**src/rtl/fmrq_pkg.sv**
```systemverilog
// ----------------------------------------------------------------------------
// fmrq_pkg
// Shared types and constants of the framed message ring queue.
// ----------------------------------------------------------------------------
`default_nettype none

package fmrq_pkg;

  // Ring geometry; the depth must be a power of two so the pointers wrap.
  localparam int RING_DEPTH  = 256;
  localparam int MAX_PAYLOAD = 32;
  localparam int WORD_BITS   = 32;
  localparam int PTR_W       = $clog2(RING_DEPTH);

  // Field widths of the channels
  localparam int ACT_W  = 2;
  localparam int ID_W   = 32;
  localparam int LEN_W  = 6;
  localparam int DATA_W = 32;
  localparam int STS_W  = 2;
  localparam int KIND_W = 2;

  // Width used for the free room test
  localparam int ROOM_W = (PTR_W + 1 > LEN_W + 1) ? PTR_W + 1 : LEN_W + 1;

  typedef enum logic [ACT_W-1:0] {
    ACT_PUT_HDR  = 2'd0,
    ACT_PUT_WORD = 2'd1,
    ACT_GET      = 2'd2,
    ACT_FLUSH    = 2'd3
  } action_e;

  typedef enum logic [STS_W-1:0] {
    ST_OK       = 2'd0,
    ST_EMPTY    = 2'd1,
    ST_TOO_LONG = 2'd2,
    ST_NO_ROOM  = 2'd3
  } status_e;

  typedef enum logic [KIND_W-1:0] {
    KIND_ACK  = 2'd0,
    KIND_HDR  = 2'd1,
    KIND_WORD = 2'd2
  } kind_e;

  typedef enum logic [2:0] {
    S_IDLE,
    S_EXEC,
    S_HDR_LEN,
    S_GET_LEN,
    S_GET_HDR,
    S_STREAM
  } state_e;

  // Datapath operations
  typedef enum logic [3:0] {
    OP_NONE,
    OP_HDR_ABORT,
    OP_HDR_ID,
    OP_HDR_LEN,
    OP_PAYLOAD,
    OP_FLUSH,
    OP_RD_ID,
    OP_RD_LEN,
    OP_RD_HDR,
    OP_RD_WORD
  } dp_op_e;

  typedef struct packed {
    logic    in_load;
    dp_op_e  op;
    logic    out_load;
    kind_e   out_kind;
    status_e ack_status;
  } cmd_t;

  typedef struct packed {
    action_e action;
    logic    too_long;
    logic    no_room;
    logic    empty;
    logic    rem_zero;
    logic    hdr_len_zero;
    logic    cnt_one;
    logic    out_free;
  } sts_t;

endpackage

`default_nettype wire

```
**src/rtl/fmrq_ctrl.sv**
```systemverilog
// ----------------------------------------------------------------------------
// fmrq_ctrl
// Sequencer: takes one request at a time and steps the datapath through it.
// ----------------------------------------------------------------------------
`default_nettype none

module fmrq_ctrl (
  input  wire logic           clk_i,
  input  wire logic           rst_ni,
  input  wire logic           in_valid_i,
  output logic                in_ready_o,
  input  wire fmrq_pkg::sts_t sts_i,
  output fmrq_pkg::cmd_t      cmd_o
);

  fmrq_pkg::state_e state_q, state_d;

  always_ff @(posedge clk_i or negedge rst_ni) begin
    if (!rst_ni) begin
      state_q <= fmrq_pkg::S_IDLE;
    end else begin
      state_q <= state_d;
    end
  end

  // next state
  always_comb begin
    state_d = state_q;
    case (state_q)
      fmrq_pkg::S_IDLE: begin
        if (in_valid_i) state_d = fmrq_pkg::S_EXEC;
      end
      fmrq_pkg::S_EXEC: begin
        if (sts_i.out_free) begin
          state_d = fmrq_pkg::S_IDLE;
          if (sts_i.action == fmrq_pkg::ACT_PUT_HDR && !sts_i.too_long &&
              !sts_i.no_room) begin
            state_d = fmrq_pkg::S_HDR_LEN;
          end else if (sts_i.action == fmrq_pkg::ACT_GET && !sts_i.empty) begin
            state_d = fmrq_pkg::S_GET_LEN;
          end
        end
      end
      fmrq_pkg::S_HDR_LEN: state_d = fmrq_pkg::S_IDLE;
      fmrq_pkg::S_GET_LEN: state_d = fmrq_pkg::S_GET_HDR;
      fmrq_pkg::S_GET_HDR: begin
        if (sts_i.out_free) begin
          state_d = sts_i.hdr_len_zero ? fmrq_pkg::S_IDLE : fmrq_pkg::S_STREAM;
        end
      end
      fmrq_pkg::S_STREAM: begin
        if (sts_i.out_free && sts_i.cnt_one) state_d = fmrq_pkg::S_IDLE;
      end
      default: state_d = fmrq_pkg::S_IDLE;
    endcase
  end

  // outputs
  always_comb begin
    in_ready_o        = 1'b0;
    cmd_o.in_load     = 1'b0;
    cmd_o.op          = fmrq_pkg::OP_NONE;
    cmd_o.out_load    = 1'b0;
    cmd_o.out_kind    = fmrq_pkg::KIND_ACK;
    cmd_o.ack_status  = fmrq_pkg::ST_OK;
    case (state_q)
      fmrq_pkg::S_IDLE: begin
        in_ready_o    = 1'b1;
        cmd_o.in_load = in_valid_i;
      end
      fmrq_pkg::S_EXEC: begin
        if (sts_i.out_free) begin
          cmd_o.out_load = 1'b1;
          case (sts_i.action)
            fmrq_pkg::ACT_PUT_HDR: begin
              if (sts_i.too_long) begin
                cmd_o.op         = fmrq_pkg::OP_HDR_ABORT;
                cmd_o.ack_status = fmrq_pkg::ST_TOO_LONG;
              end else if (sts_i.no_room) begin
                cmd_o.op         = fmrq_pkg::OP_HDR_ABORT;
                cmd_o.ack_status = fmrq_pkg::ST_NO_ROOM;
              end else begin
                cmd_o.op = fmrq_pkg::OP_HDR_ID;
              end
            end
            fmrq_pkg::ACT_PUT_WORD: begin
              cmd_o.op = fmrq_pkg::OP_PAYLOAD;
              if (sts_i.rem_zero) cmd_o.ack_status = fmrq_pkg::ST_NO_ROOM;
            end
            fmrq_pkg::ACT_GET: begin
              if (sts_i.empty) begin
                cmd_o.ack_status = fmrq_pkg::ST_EMPTY;
              end else begin
                cmd_o.op       = fmrq_pkg::OP_RD_ID;
                cmd_o.out_load = 1'b0;
              end
            end
            fmrq_pkg::ACT_FLUSH: cmd_o.op = fmrq_pkg::OP_FLUSH;
            default:             cmd_o.op = fmrq_pkg::OP_NONE;
          endcase
        end
      end
      fmrq_pkg::S_HDR_LEN: cmd_o.op = fmrq_pkg::OP_HDR_LEN;
      fmrq_pkg::S_GET_LEN: cmd_o.op = fmrq_pkg::OP_RD_LEN;
      fmrq_pkg::S_GET_HDR: begin
        if (sts_i.out_free) begin
          cmd_o.op       = fmrq_pkg::OP_RD_HDR;
          cmd_o.out_load = 1'b1;
          cmd_o.out_kind = fmrq_pkg::KIND_HDR;
        end
      end
      fmrq_pkg::S_STREAM: begin
        if (sts_i.out_free) begin
          cmd_o.op       = fmrq_pkg::OP_RD_WORD;
          cmd_o.out_load = 1'b1;
          cmd_o.out_kind = fmrq_pkg::KIND_WORD;
        end
      end
      default: cmd_o.op = fmrq_pkg::OP_NONE;
    endcase
  end

endmodule

`default_nettype wire

```
**config.mk**
```make
export PLATFORM = sky130hd
export DESIGN_NAME = fmrq_ctrl
export DESIGN_NICKNAME = d
export VERILOG_FILES = /design/src/rtl/fmrq_pkg.sv /design/src/rtl/fmrq_ctrl.sv
export SDC_FILE = /design/constraint.sdc
export NUM_CORES = 1
export LEC_CHECK = 0
export ABC_AREA = 1
export CAP_MARGIN = 20
export CORE_AREA = 2 2 39 41
export DETAILED_ROUTE_END_ITERATION = 8
export DIE_AREA = 0 0 41 43
export DONT_BUFFER_PORTS = 1
export PLACE_DENSITY = 0.51
export SETUP_SLACK_MARGIN = 0.4
export SLEW_MARGIN = 20
export SYNTH_ARGS = -nofsm -noshare
export SYNTH_HDL_FRONTEND = slang
export SYNTH_SLANG_ARGS = --single-unit
```
**constraint.sdc**
```tcl
create_clock -name clk_i -period 1.91 [get_ports clk_i]
set_input_delay 0.382 -clock clk_i [delete_from_list [all_inputs] [get_ports clk_i]]
set_output_delay 0.382 -clock clk_i [all_outputs]
set_load 0.02 [all_outputs]
```
==> impl_metrics.csv, run 1 <==
group,metric,value,unit
outcome,outcome,"finished, final reports clean",
critical_path,worstPathArrival,1.28,ns
yosys,synth_fa_ha_area_frac,0,
cells_and_area,diodes,0,
cells_and_area,reg.largest.list,"state_q (3)",
yosys,yosysMostFrequentCell,"nand2_1",
cts,cts_buffers,3,
floorplanning,die-area,1760,um2
cts,insertion_delay,0.23,ns
yosys,synthCells,71,
cts,htree_levels,1,
cells_and_area,layout-area-overhead-vs-synth,56.0,%
cts,path_clk_slew,0.04,ns
floorplanning,die_w,41,um
global_routing,grt_start_max_net_pins,10,
yosys,yosys.cell_types.count,17,
global_routing,globalRouteOverflowTotal,0,
drt,route.final.wire_length,1100,um
sta,setup_viol,0,
cts,cts_buffer_depth,2,
yosys,async_flop_share,1.00,
critical_path,startpoint_type,"flip-flop",
drt,detail-route-antenna-nets,0,
critical_path,critPathKind,"flip-flop to primary output",
drt,drt_iter0_drc,4,
job,cap_violations,0,
yosys,ys_top_cells_by_count,"nand2_1 (21), inv_1 (11), nand3_1 (8)",
drt,routed-via-count,476,
global_routing,antenna_found_initial,0,
yosys,ys.flop_type,"dfrtp_1",
sta,fmax,0.602,GHz
global_routing,grt_usage,0.156,
critical_path,endpoint_kind,"primary output",
cells_and_area,largest_register_ffs,3,
yosys,synth_top_family_by_area,"simple AND/OR/NAND/NOR gates",
critical_path,max_stage_delay,0.41,ns
global_routing,grt_pass1_vias,442,
sta,skew,0.000103,ns
sta,layout_setup_ws,0.249,ns
yosys,ys_seq_area_frac,0.190,
cells_and_area,final_cells,102,
sta,tightest_slew,0.384,ns
yosys,synth_mux_area_frac,0,
floorplanning,rows,14,
yosys,synth_xor_area_frac,0,
yosys,synth-compound-area-share,0.114,
pwr,power_density,1170,nW/um2
global_routing,grt_pass1_wl,1850,um
floorplanning,core-area,1380,um2
yosys,synth_top_area_share,0.199,
sta,drv_slew,0,
yosys,synth_nets,83,
cts,cts_root_buffer,"clkbuf_4",
yosys,synth_top_cell_by_area,"nand2_1",
sta,hold_viol_final,0,
yosys,yosysWarningCount,0,
yosys,synth_area,395,um2
place,dp_hpwl,752,um
yosys,synth_edf_count,0,
place,gp_congestion,0.700,
floorplanning,die_height,43,um
critical_path,cp_common_cell,"nand2_4",
critical_path,required,1.53,ns
yosys,synth_seq_cells,3,
sta,slew_headroom,0.743,
drt,drc,0,
yosys,postSynthAreaPerCell,5.57,um2
pwr,max-vdd-ir-drop,0.000486,V
place,placed_cells,90,
cells_and_area,final_nets,99,
cells_and_area,fill_cells,155,
drt,firstDrtPassIters,4,
sta,post-route-min-period,1.66,ns
cells_and_area,final_core_util,0.446,
sta,rsz0062_at_grt,"true",
place,io_buffers,0,
cells_and_area,regMostFlops,"state_q",
cts,cts_tree,"built",
place,dp_slack,0.390,ns
sta,hold_ws,0.376,ns
yosys,synth-simple-area-share,0.525,
yosys,synthTopCellsByArea,"nand2_1 (20%), dfrtp_1 (19%), inv_1 (10%), nand3_1 (10%), nand2_2 (4.7%)",
sta,fin_setup_tns,0,ns
drt,vias_per_cell,4.67,
floorplanning,initial_core_util,0.286,
drt,wl_per_cell,10.8,um
min_path,hold_path_class,"input pin to flip-flop",
critical_path,critPathSlowestCell,"dfrtp_1",
floorplanning,num_io_pins,23,
pwr,p_leak,0.353,nW
critical_path,crit_fanout,4,
cts,cts_sinks,3,
critical_path,critical_path.cell_chain,"inv_2 > nand2_4 > nor2_4 > nand2_4 > o21ai_2 > buf_6",
cells_and_area,drive_gt1_frac,0.430,
sta,period_share,0.870,
==> layout make-up <==
type                            count  area (um2)  area share
Timing Repair Buffer               12        96.3       0.156
Inverter                           15        66.3       0.108
Sequential cell                     3        76.3       0.124
Tap cell                           16        20.0      0.0325
Clock buffer                        4        26.3      0.0426
Multi-Input combinational cell     52         332       0.538
==> metrics by stage <==
stage / area (um2) / power [W]
5_1_grt: 617 / 0.000792
6_report: 617 / 0.000721
4_1_cts: 559 / 0.000679
2_1_floorplan: 395 / 0.000377
3_3_place_gp: 434 / 0.000435
3_5_place_dp: 434 / 0.000437
==> cell usage in the layout, fill, tap and decap left out <==
cell type       n
a21oi_1         2
a21oi_2         1
a31oi_4         1
buf_4          10
buf_6           1
clkbuf_1        1
clkbuf_4        3
dfrtp_1         2
dfrtp_2         1
dlygate4sd3_1   1
inv_1           9
inv_2           3
inv_4           2
inv_6           1
nand2_1        18
nand2_2         1
nand2_4         5
nand3_1         7
nand3_4         2
nand3b_1        1
nor2_1          5
nor2_2          2
nor2_4          1
nor3_1          2
o21ai_0         1
o21ai_2         3
==> layer usage <==
layer | vias to the layer above | share of wire | global-route usage
met5 | - | 0 | 0
met4 | 0 | 0 | 0.0800
met3 | 0 | 0.034 | 0.0314
met2 | 13 | 0.56 | 0.256
met1 | 212 | 0.41 | 0.179
li1 | 251 | - | -
==> logic make-up (layout without fill, tap and decap cells) <==
kind of cell	after synthesis	count (layout)
AND/OR/NAND/NOR	44	44
buffers and inverters	16	31
AO/OA/AOI/OAI	8	8
flip-flops	3	3
==> power by group <==
group | switching [W] | internal (W) | leakage [nW]
logic | 0.000285 | 0.000210 | 0.300
registers | 0.0000330 | 0.0000827 | 0.0378
clock network | 0.0000314 | 0.0000782 | 0.0150
total | 0.000350 | 0.000371 | 0.353
==> worst max-delay path: cells and delay by family, from the launching register on <==
family          cells  cell delay, ns
flops               1            0.41
simple gates        3            0.26
compound gates      1            0.16
buf+inv             2            0.22
==> repair_timing <==
item,CTS,global route
gates resized for setup,14,12
endpoints found under the hold margin,3,0
hold buffers,1,0
setup buffers,5,2
pin swaps,2,3
endpoints found under the setup margin,11,12
==> final timing paths <==
path | startpoint | endpoint | slack [ns] | depth (start not counted)
min | sts_i[0] | state_q[0]$_DFFE_PN0P_ | 0.38 | 3
min reg2reg | state_q[2]$_DFFE_PN0P_ | state_q[2]$_DFFE_PN0P_ | 0.65 | 2
min in group asynchronous | rst_ni | state_q[2]$_DFFE_PN0P_ | 0.40 | 1
max | state_q[1]$_DFFE_PN0P_ | cmd_o[7] | 0.25 | 6
max in group asynchronous | rst_ni | state_q[2]$_DFFE_PN0P_ | 1.35 | 1
max reg2reg | state_q[1]$_DFFE_PN0P_ | state_q[0]$_DFFE_PN0P_ | 0.46 | 10
Note: power is estimated with default switching activity, not from simulation.
==> run 2, diff against run 1 <==
Settings changed: CTS_BUF_LIST from default to sky130_fd_sc_hd__clkbuf_8, GPL_ROUTABILITY_DRIVEN from default to 0, PLACE_DENSITY 0.51 to default.
==> run 2 against run 1 <==
Register-to-register slack improved by 0.14 ns. Clock-buffer cell count fell by 1. Setup slack got worse by 0.039 ns. Wire length rose by 6.0%. Non-clock buffer count rose by 2. Global-route usage fell by 0.91 points. Utilization rose by 3.3 points. Critical path depth did not move. Hold slack got worse by 0.012 ns. Sequential power rose by 9%. Critical endpoint unchanged. Largest cell class unchanged.
==> impl_metrics.csv, run 2 (synthesis results as in run 1) <==
group,metric,value,unit
outcome,outcome,"finished, final reports clean",
global_routing,grt_pass1_wl,1770,um
cells_and_area,diodes,0,
pwr,p_switching,0.000389,W
drt,route.final.wire_length,1160,um
global_routing,grt_start_max_net_pins,10,
pwr,p_leak,0.361,nW
pwr,p_sw_frac,0.450,
global_routing,grt_usage,0.147,
sta,fin_setup_tns,0,ns
sta,post-route-min-period,1.70,ns
cells_and_area,final_common_cell,"nand2_1",
critical_path,required,1.53,ns
place,io_buffers,0,
drt,firstDrtPassIters,5,
drt,drt_iter0_drc,18,
critical_path,critPathKind,"flip-flop to primary output",
drt,drc,0,
sta,slew_headroom,0.746,
global_routing,grt_pass1_vias,459,
floorplanning,die-area,1760,um2
sta,skew,0.00139,ns
cts,insertion_delay,0.22,ns
drt,wl_per_cell,11.2,um
job,cap_violations,0,
floorplanning,core-area,1380,um2
cts,cts_root_buffer,"clkbuf_8",
cells_and_area,regMostFlops,"state_q",
pwr,power_density,1300,nW/um2
critical_path,startpoint_type,"flip-flop",
floorplanning,num_io_pins,23,
floorplanning,rows,14,
cells_and_area,layout-area-overhead-vs-synth,67.7,%
place,dp_slack,0.370,ns
floorplanning,die_height,43,um
min_path,hold_path_class,"input pin to flip-flop",
floorplanning,initial_core_util,0.286,
cts,htree_levels,1,
place,placed_cells,90,
cells_and_area,layout_common_cells,"nand2_1 (18), buf_4 (11), inv_1 (8)",
cts,path_clk_slew,0.03,ns
pwr,power,0.000865,W
cells_and_area,drive_gt1_frac,0.500,
sta,setup_viol,0,
place,dp_hpwl,732,um
sta,layout_setup_ws,0.210,ns
sta,hold_viol_final,0,
cells_and_area,reg.largest.list,"state_q (3)",
sta,period_share,0.890,
floorplanning,die_w,41,um
sta,drv_slew,0,
pwr,clkPwrFrac,0.209,
critical_path,worstPathArrival,1.32,ns
pwr,max-vdd-ir-drop,0.000606,V
drt,routed-via-count,495,
sta,fmax,0.588,GHz
cts,cts_tree,"built",
sta,rsz0062_at_grt,"true",
global_routing,antenna_found_initial,0,
drt,detail-route-antenna-nets,0,
cts,cts_buffer_depth,2,
drt,vias_per_cell,4.76,
cells_and_area,fill_cells,143,
sta,tightest_slew,0.379,ns
cells_and_area,final_nets,101,
critical_path,crit_fanout,4,
cells_and_area,largest_register_ffs,3,
cts,cts_buffers,3,
cts,cts_sinks,3,
cells_and_area,final_cells,104,
critical_path,endpoint_kind,"primary output",
global_routing,globalRouteOverflowTotal,0,
pwr,comb_power_share,0.646,
pwr,seqPwrFrac,0.145,
pwr,p_int,0.000475,W
-- run 2: cell types whose count changed in the layout (fill, tap and decap cells not counted), moves of 2 or more --
cell      delta
clkbuf_4     -3
clkbuf_8     +3
dfrtp_1      -2
dfrtp_2      +2
inv_2        +2
nor2_4       +2
-- run 2: per-layer routing --
metal / share of wire / GRT usage / up-vias / routed length, um
met4: 0.018 / 0.100 / 0 / 21
met2: 0.54 / 0.238 / 18 / 630
met5: 0 / 0 / - / 0
met3: 0.057 / 0.0157 / 2 / 66
li1: - / - / 256 / -
met1: 0.38 / 0.169 / 219 / 445
-- run 2: layout make-up --
class | instances | area, um2 | area share
Inverter | 15 | 63.8 | 0.0962
Sequential cell | 3 | 78.8 | 0.119
Tap cell | 16 | 20.0 | 0.0302
Clock inverter | 1 | 3.75 | 0.00566
Clock buffer | 3 | 41.3 | 0.0623
Timing Repair Buffer | 14 | 115 | 0.174
Multi-Input combinational cell | 52 | 340 | 0.513
-- run 2: critical path, stage by stage (launching register included) --
cell	delay, ns
dfrtp_2	0.43
inv_2	0.09
nand2_4	0.07
nor2_4	0.14
nand2_4	0.10
o21ai_2	0.13
buf_6	0.13
-- run 2: path summary, 6_finish.rpt --
kind	start	to	slack, ns	depth (start not counted)
max	state_q[1]$_DFFE_PN0P_	cmd_o[7]	0.21	6
min	sts_i[7]	state_q[1]$_DFFE_PN0P_	0.36	3
max reg2reg	state_q[1]$_DFFE_PN0P_	state_q[0]$_DFFE_PN0P_	0.60	10
min reg2reg	state_q[2]$_DFFE_PN0P_	state_q[2]$_DFFE_PN0P_	0.64	2
max in group asynchronous	rst_ni	state_q[0]$_DFFE_PN0P_	1.33	1
min in group asynchronous	rst_ni	state_q[2]$_DFFE_PN0P_	0.42	1
-- run 2: power by group through the flow --
stage	sequential, W	combinational, W	clock (W)
finish	0.000126	0.000558	0.000181
global route	0.000127	0.000607	0.000194
CTS	0.000115	0.000426	0.000187
detailed placement	0.000111	0.000324	0
global placement	0.000111	0.000323	0
floorplan	0.0000970	0.000280	0
-- run 2: timing repair --
item,4_1_cts,5_1_grt
setup buffers,5,4
endpoints found under the setup margin,10,11
hold buffers,1,0
pin swaps,2,6
endpoints found under the hold margin,3,0
gates resized for setup,12,20
-- run 2: per-stage QoR --
step	utilization	hold slack (ns)	area, um2
2_1_floorplan	-	0.0864	395
3_3_place_gp	0.314	0.0865	434
3_5_place_dp	0.314	0.0865	434
4_1_cts	0.412	0.367	571
5_1_grt	0.479	0.368	663
6_report	0.479	0.364	663
==> run 3, diff against run 2 <==
Settings changed: BUFFER_PORTS_ARGS from default to -buffer_cell sky130_fd_sc_hd__buf_2, DONT_BUFFER_PORTS 1 to default.
==> run 3 against run 2 <==
Combinational power down 14%. First-iteration DRC count decreased by 28%. Die area stayed put. Via count increased by 5.9%. Clock power down 2%. Wire length down 7.7%. Flip-flop and latch count unchanged. Critical path depth grew 2. Maximum frequency grew 3.8%. Non-clock buffer count up 16. Total power is 10% lower. Critical endpoint is now cmd_o[6].
==> impl_metrics.csv, run 3 (synthesis results as in run 1) <==
group,metric,value,unit
min_path,hold_path_class,"input pin to async pin",
floorplanning,die_height,43,um
drt,firstDrtPassIters,4,
sta,drv_slew,0,
global_routing,globalRouteMet1Util,0.166,
cts,cts_sinks,3,
sta,layout_setup_ws,0.271,ns
sta,fmax,0.610,GHz
place,placed_area,514,um2
sta,rsz0062_at_grt,"true",
cells_and_area,reg.largest.list,"state_q (3)",
place,dp_slack,0.420,ns
cells_and_area,layout_common_cells,"nand2_1 (21), buf_2 (15), inv_1 (10), buf_4 (10), nand3_1 (7)",
critical_path,worst-path-buf-inv,3,
cells_and_area,final_common_cell,"nand2_1",
outcome,outcome,"finished, final reports clean",
critical_path,critical_path.cell_chain,"inv_2 > nand2_4 > nor2_4 > nand2_2 > inv_2 > nand3_2 > nand2_2 > buf_6",
floorplanning,rows,14,
cts,cts_root_buffer,"clkbuf_8",
cts,cts_buffer_depth,2,
cells_and_area,multi_input_area,273,um2
critical_path,max_stage_delay,0.40,ns
drt,route.final.wire_length,1070,um
cells_and_area,largest_register_ffs,3,
cells_and_area,drive_gt1_frac,0.490,
global_routing,grt_util_met2,0.206,
pwr,max-vdd-ir-drop,0.000457,V
critical_path,crit_cells,8,
sta,fin_setup_tns,0,ns
critical_path,r2r_cells,8,
critical_path,critPathSlowestCell,"dfrtp_2",
floorplanning,num_io_pins,23,
sta,hold_viol_final,0,
floorplanning,initial_core_util,0.286,
cells_and_area,fill_cells,146,
global_routing,grt.met3_usage,0.0366,
pwr,power_density,1140,nW/um2
sta,slew_headroom,0.878,
floorplanning,die_w,41,um
global_routing,grt_busiest_layer,"met2",
cts,cts_tree,"built",
job,cap_violations,0,
cells_and_area,layout-area-overhead-vs-synth,72.2,%
global_routing,grt_pass1_wl,1600,um
drt,drc,0,
critical_path,critical_path.top_delay_family,"flip-flops",
global_routing,antenna_found_initial,0,
cts,htree_levels,1,
pwr,p_leak,0.421,nW
cts,cts_buffers,3,
critical_path,worstPathArrival,1.26,ns
drt,detail-route-antenna-nets,0,
cells_and_area,final_nets,117,
sta,skew,0.00107,ns
drt,vias_per_cell,4.37,
critical_path,required,1.53,ns
drt,wl_per_cell,8.95,um
floorplanning,die-area,1760,um2
critical_path,critPathKind,"flip-flop to primary output",
global_routing,grt_usage,0.134,
sta,setup_viol,0,
floorplanning,core-area,1380,um2
critical_path,endpoint_kind,"primary output",
critical_path,crit_fanout,4,
place,dp_hpwl,754,um
place,io_buffers,22,
cells_and_area,diodes,0,
cts,path_clk_slew,0.03,ns
cells_and_area,final-seq-area,78.8,um2
sta,period_share,0.858,
global_routing,grt_pass1_vias,416,
critical_path,startpoint_type,"flip-flop",
cells_and_area,regMostFlops,"state_q",
sta,post-route-min-period,1.64,ns
cts,insertion_delay,0.21,ns
cells_and_area,design_area,681,um2
global_routing,grt_start_max_net_pins,8,
drt,routed-via-count,524,
drt,drt_iter0_drc,13,
sta,tightest_slew,0.183,ns
global_routing,globalRouteOverflowTotal,0,
run 3: metrics by stage:
| step | hold slack (ns) | util | cells | power, W |
|---|---|---|---|---|
| final | 0.488 | 0.492 | 120 | 0.000777 |
| after global routing | 0.500 | 0.492 | 120 | 0.000843 |
| after CTS | 0.487 | 0.449 | 116 | 0.000714 |
| after detailed placement | 0.179 | 0.372 | 108 | 0.000465 |
| after global placement | 0.179 | 0.372 | 108 | 0.000463 |
| after floorplan | 0.0864 | - | 71 | 0.000377 |
run 3: layout make-up:
type / count / share of cell area
clock buffers: 3 / 0.0607
flip-flops and latches: 3 / 0.116
repair buffers: 30 / 0.301
clock inverters: 1 / 0.00551
multi-input cells: 52 / 0.401
well taps: 16 / 0.0294
inverters: 15 / 0.0864
run 3: per-layer routing:
metal	vias to the layer above	part of all wire
li1	286	-
met1	219	0.42
met2	17	0.50
met3	2	0.059
met4	0	0.015
met5	-	0
run 3: path summary, 6_finish.rpt:
kind / start / end / slack (ns)
max: state_q[1]$_DFFE_PN0P_ / cmd_o[6] / 0.27
min: rst_ni / state_q[2]$_DFFE_PN0P_ / 0.49
max reg2reg: state_q[1]$_DFFE_PN0P_ / state_q[0]$_DFFE_PN0P_ / 0.68
min reg2reg: state_q[2]$_DFFE_PN0P_ / state_q[2]$_DFFE_PN0P_ / 0.73
max in group asynchronous: rst_ni / state_q[0]$_DFFE_PN0P_ / 1.31
min in group clk_i: sts_i[5] / state_q[1]$_DFFE_PN0P_ / 0.49
run 3: what timing repair did:
item / 4_1_cts / 5_1_grt
buffers inserted: 3 / 4
pin swaps: 0 / 0
hold buffers: 1 / 0
endpoints found under the hold margin: 3 / 0
gates resized for setup: 11 / 11
setup endpoints to repair: 10 / 10
run 3: power by group:
part | leakage (nW) | internal (W) | switching, W
sequential | 0.0351 | 0.0000855 | 0.0000357
combinational | 0.359 | 0.000212 | 0.000267
clock | 0.0269 | 0.000137 | 0.0000401
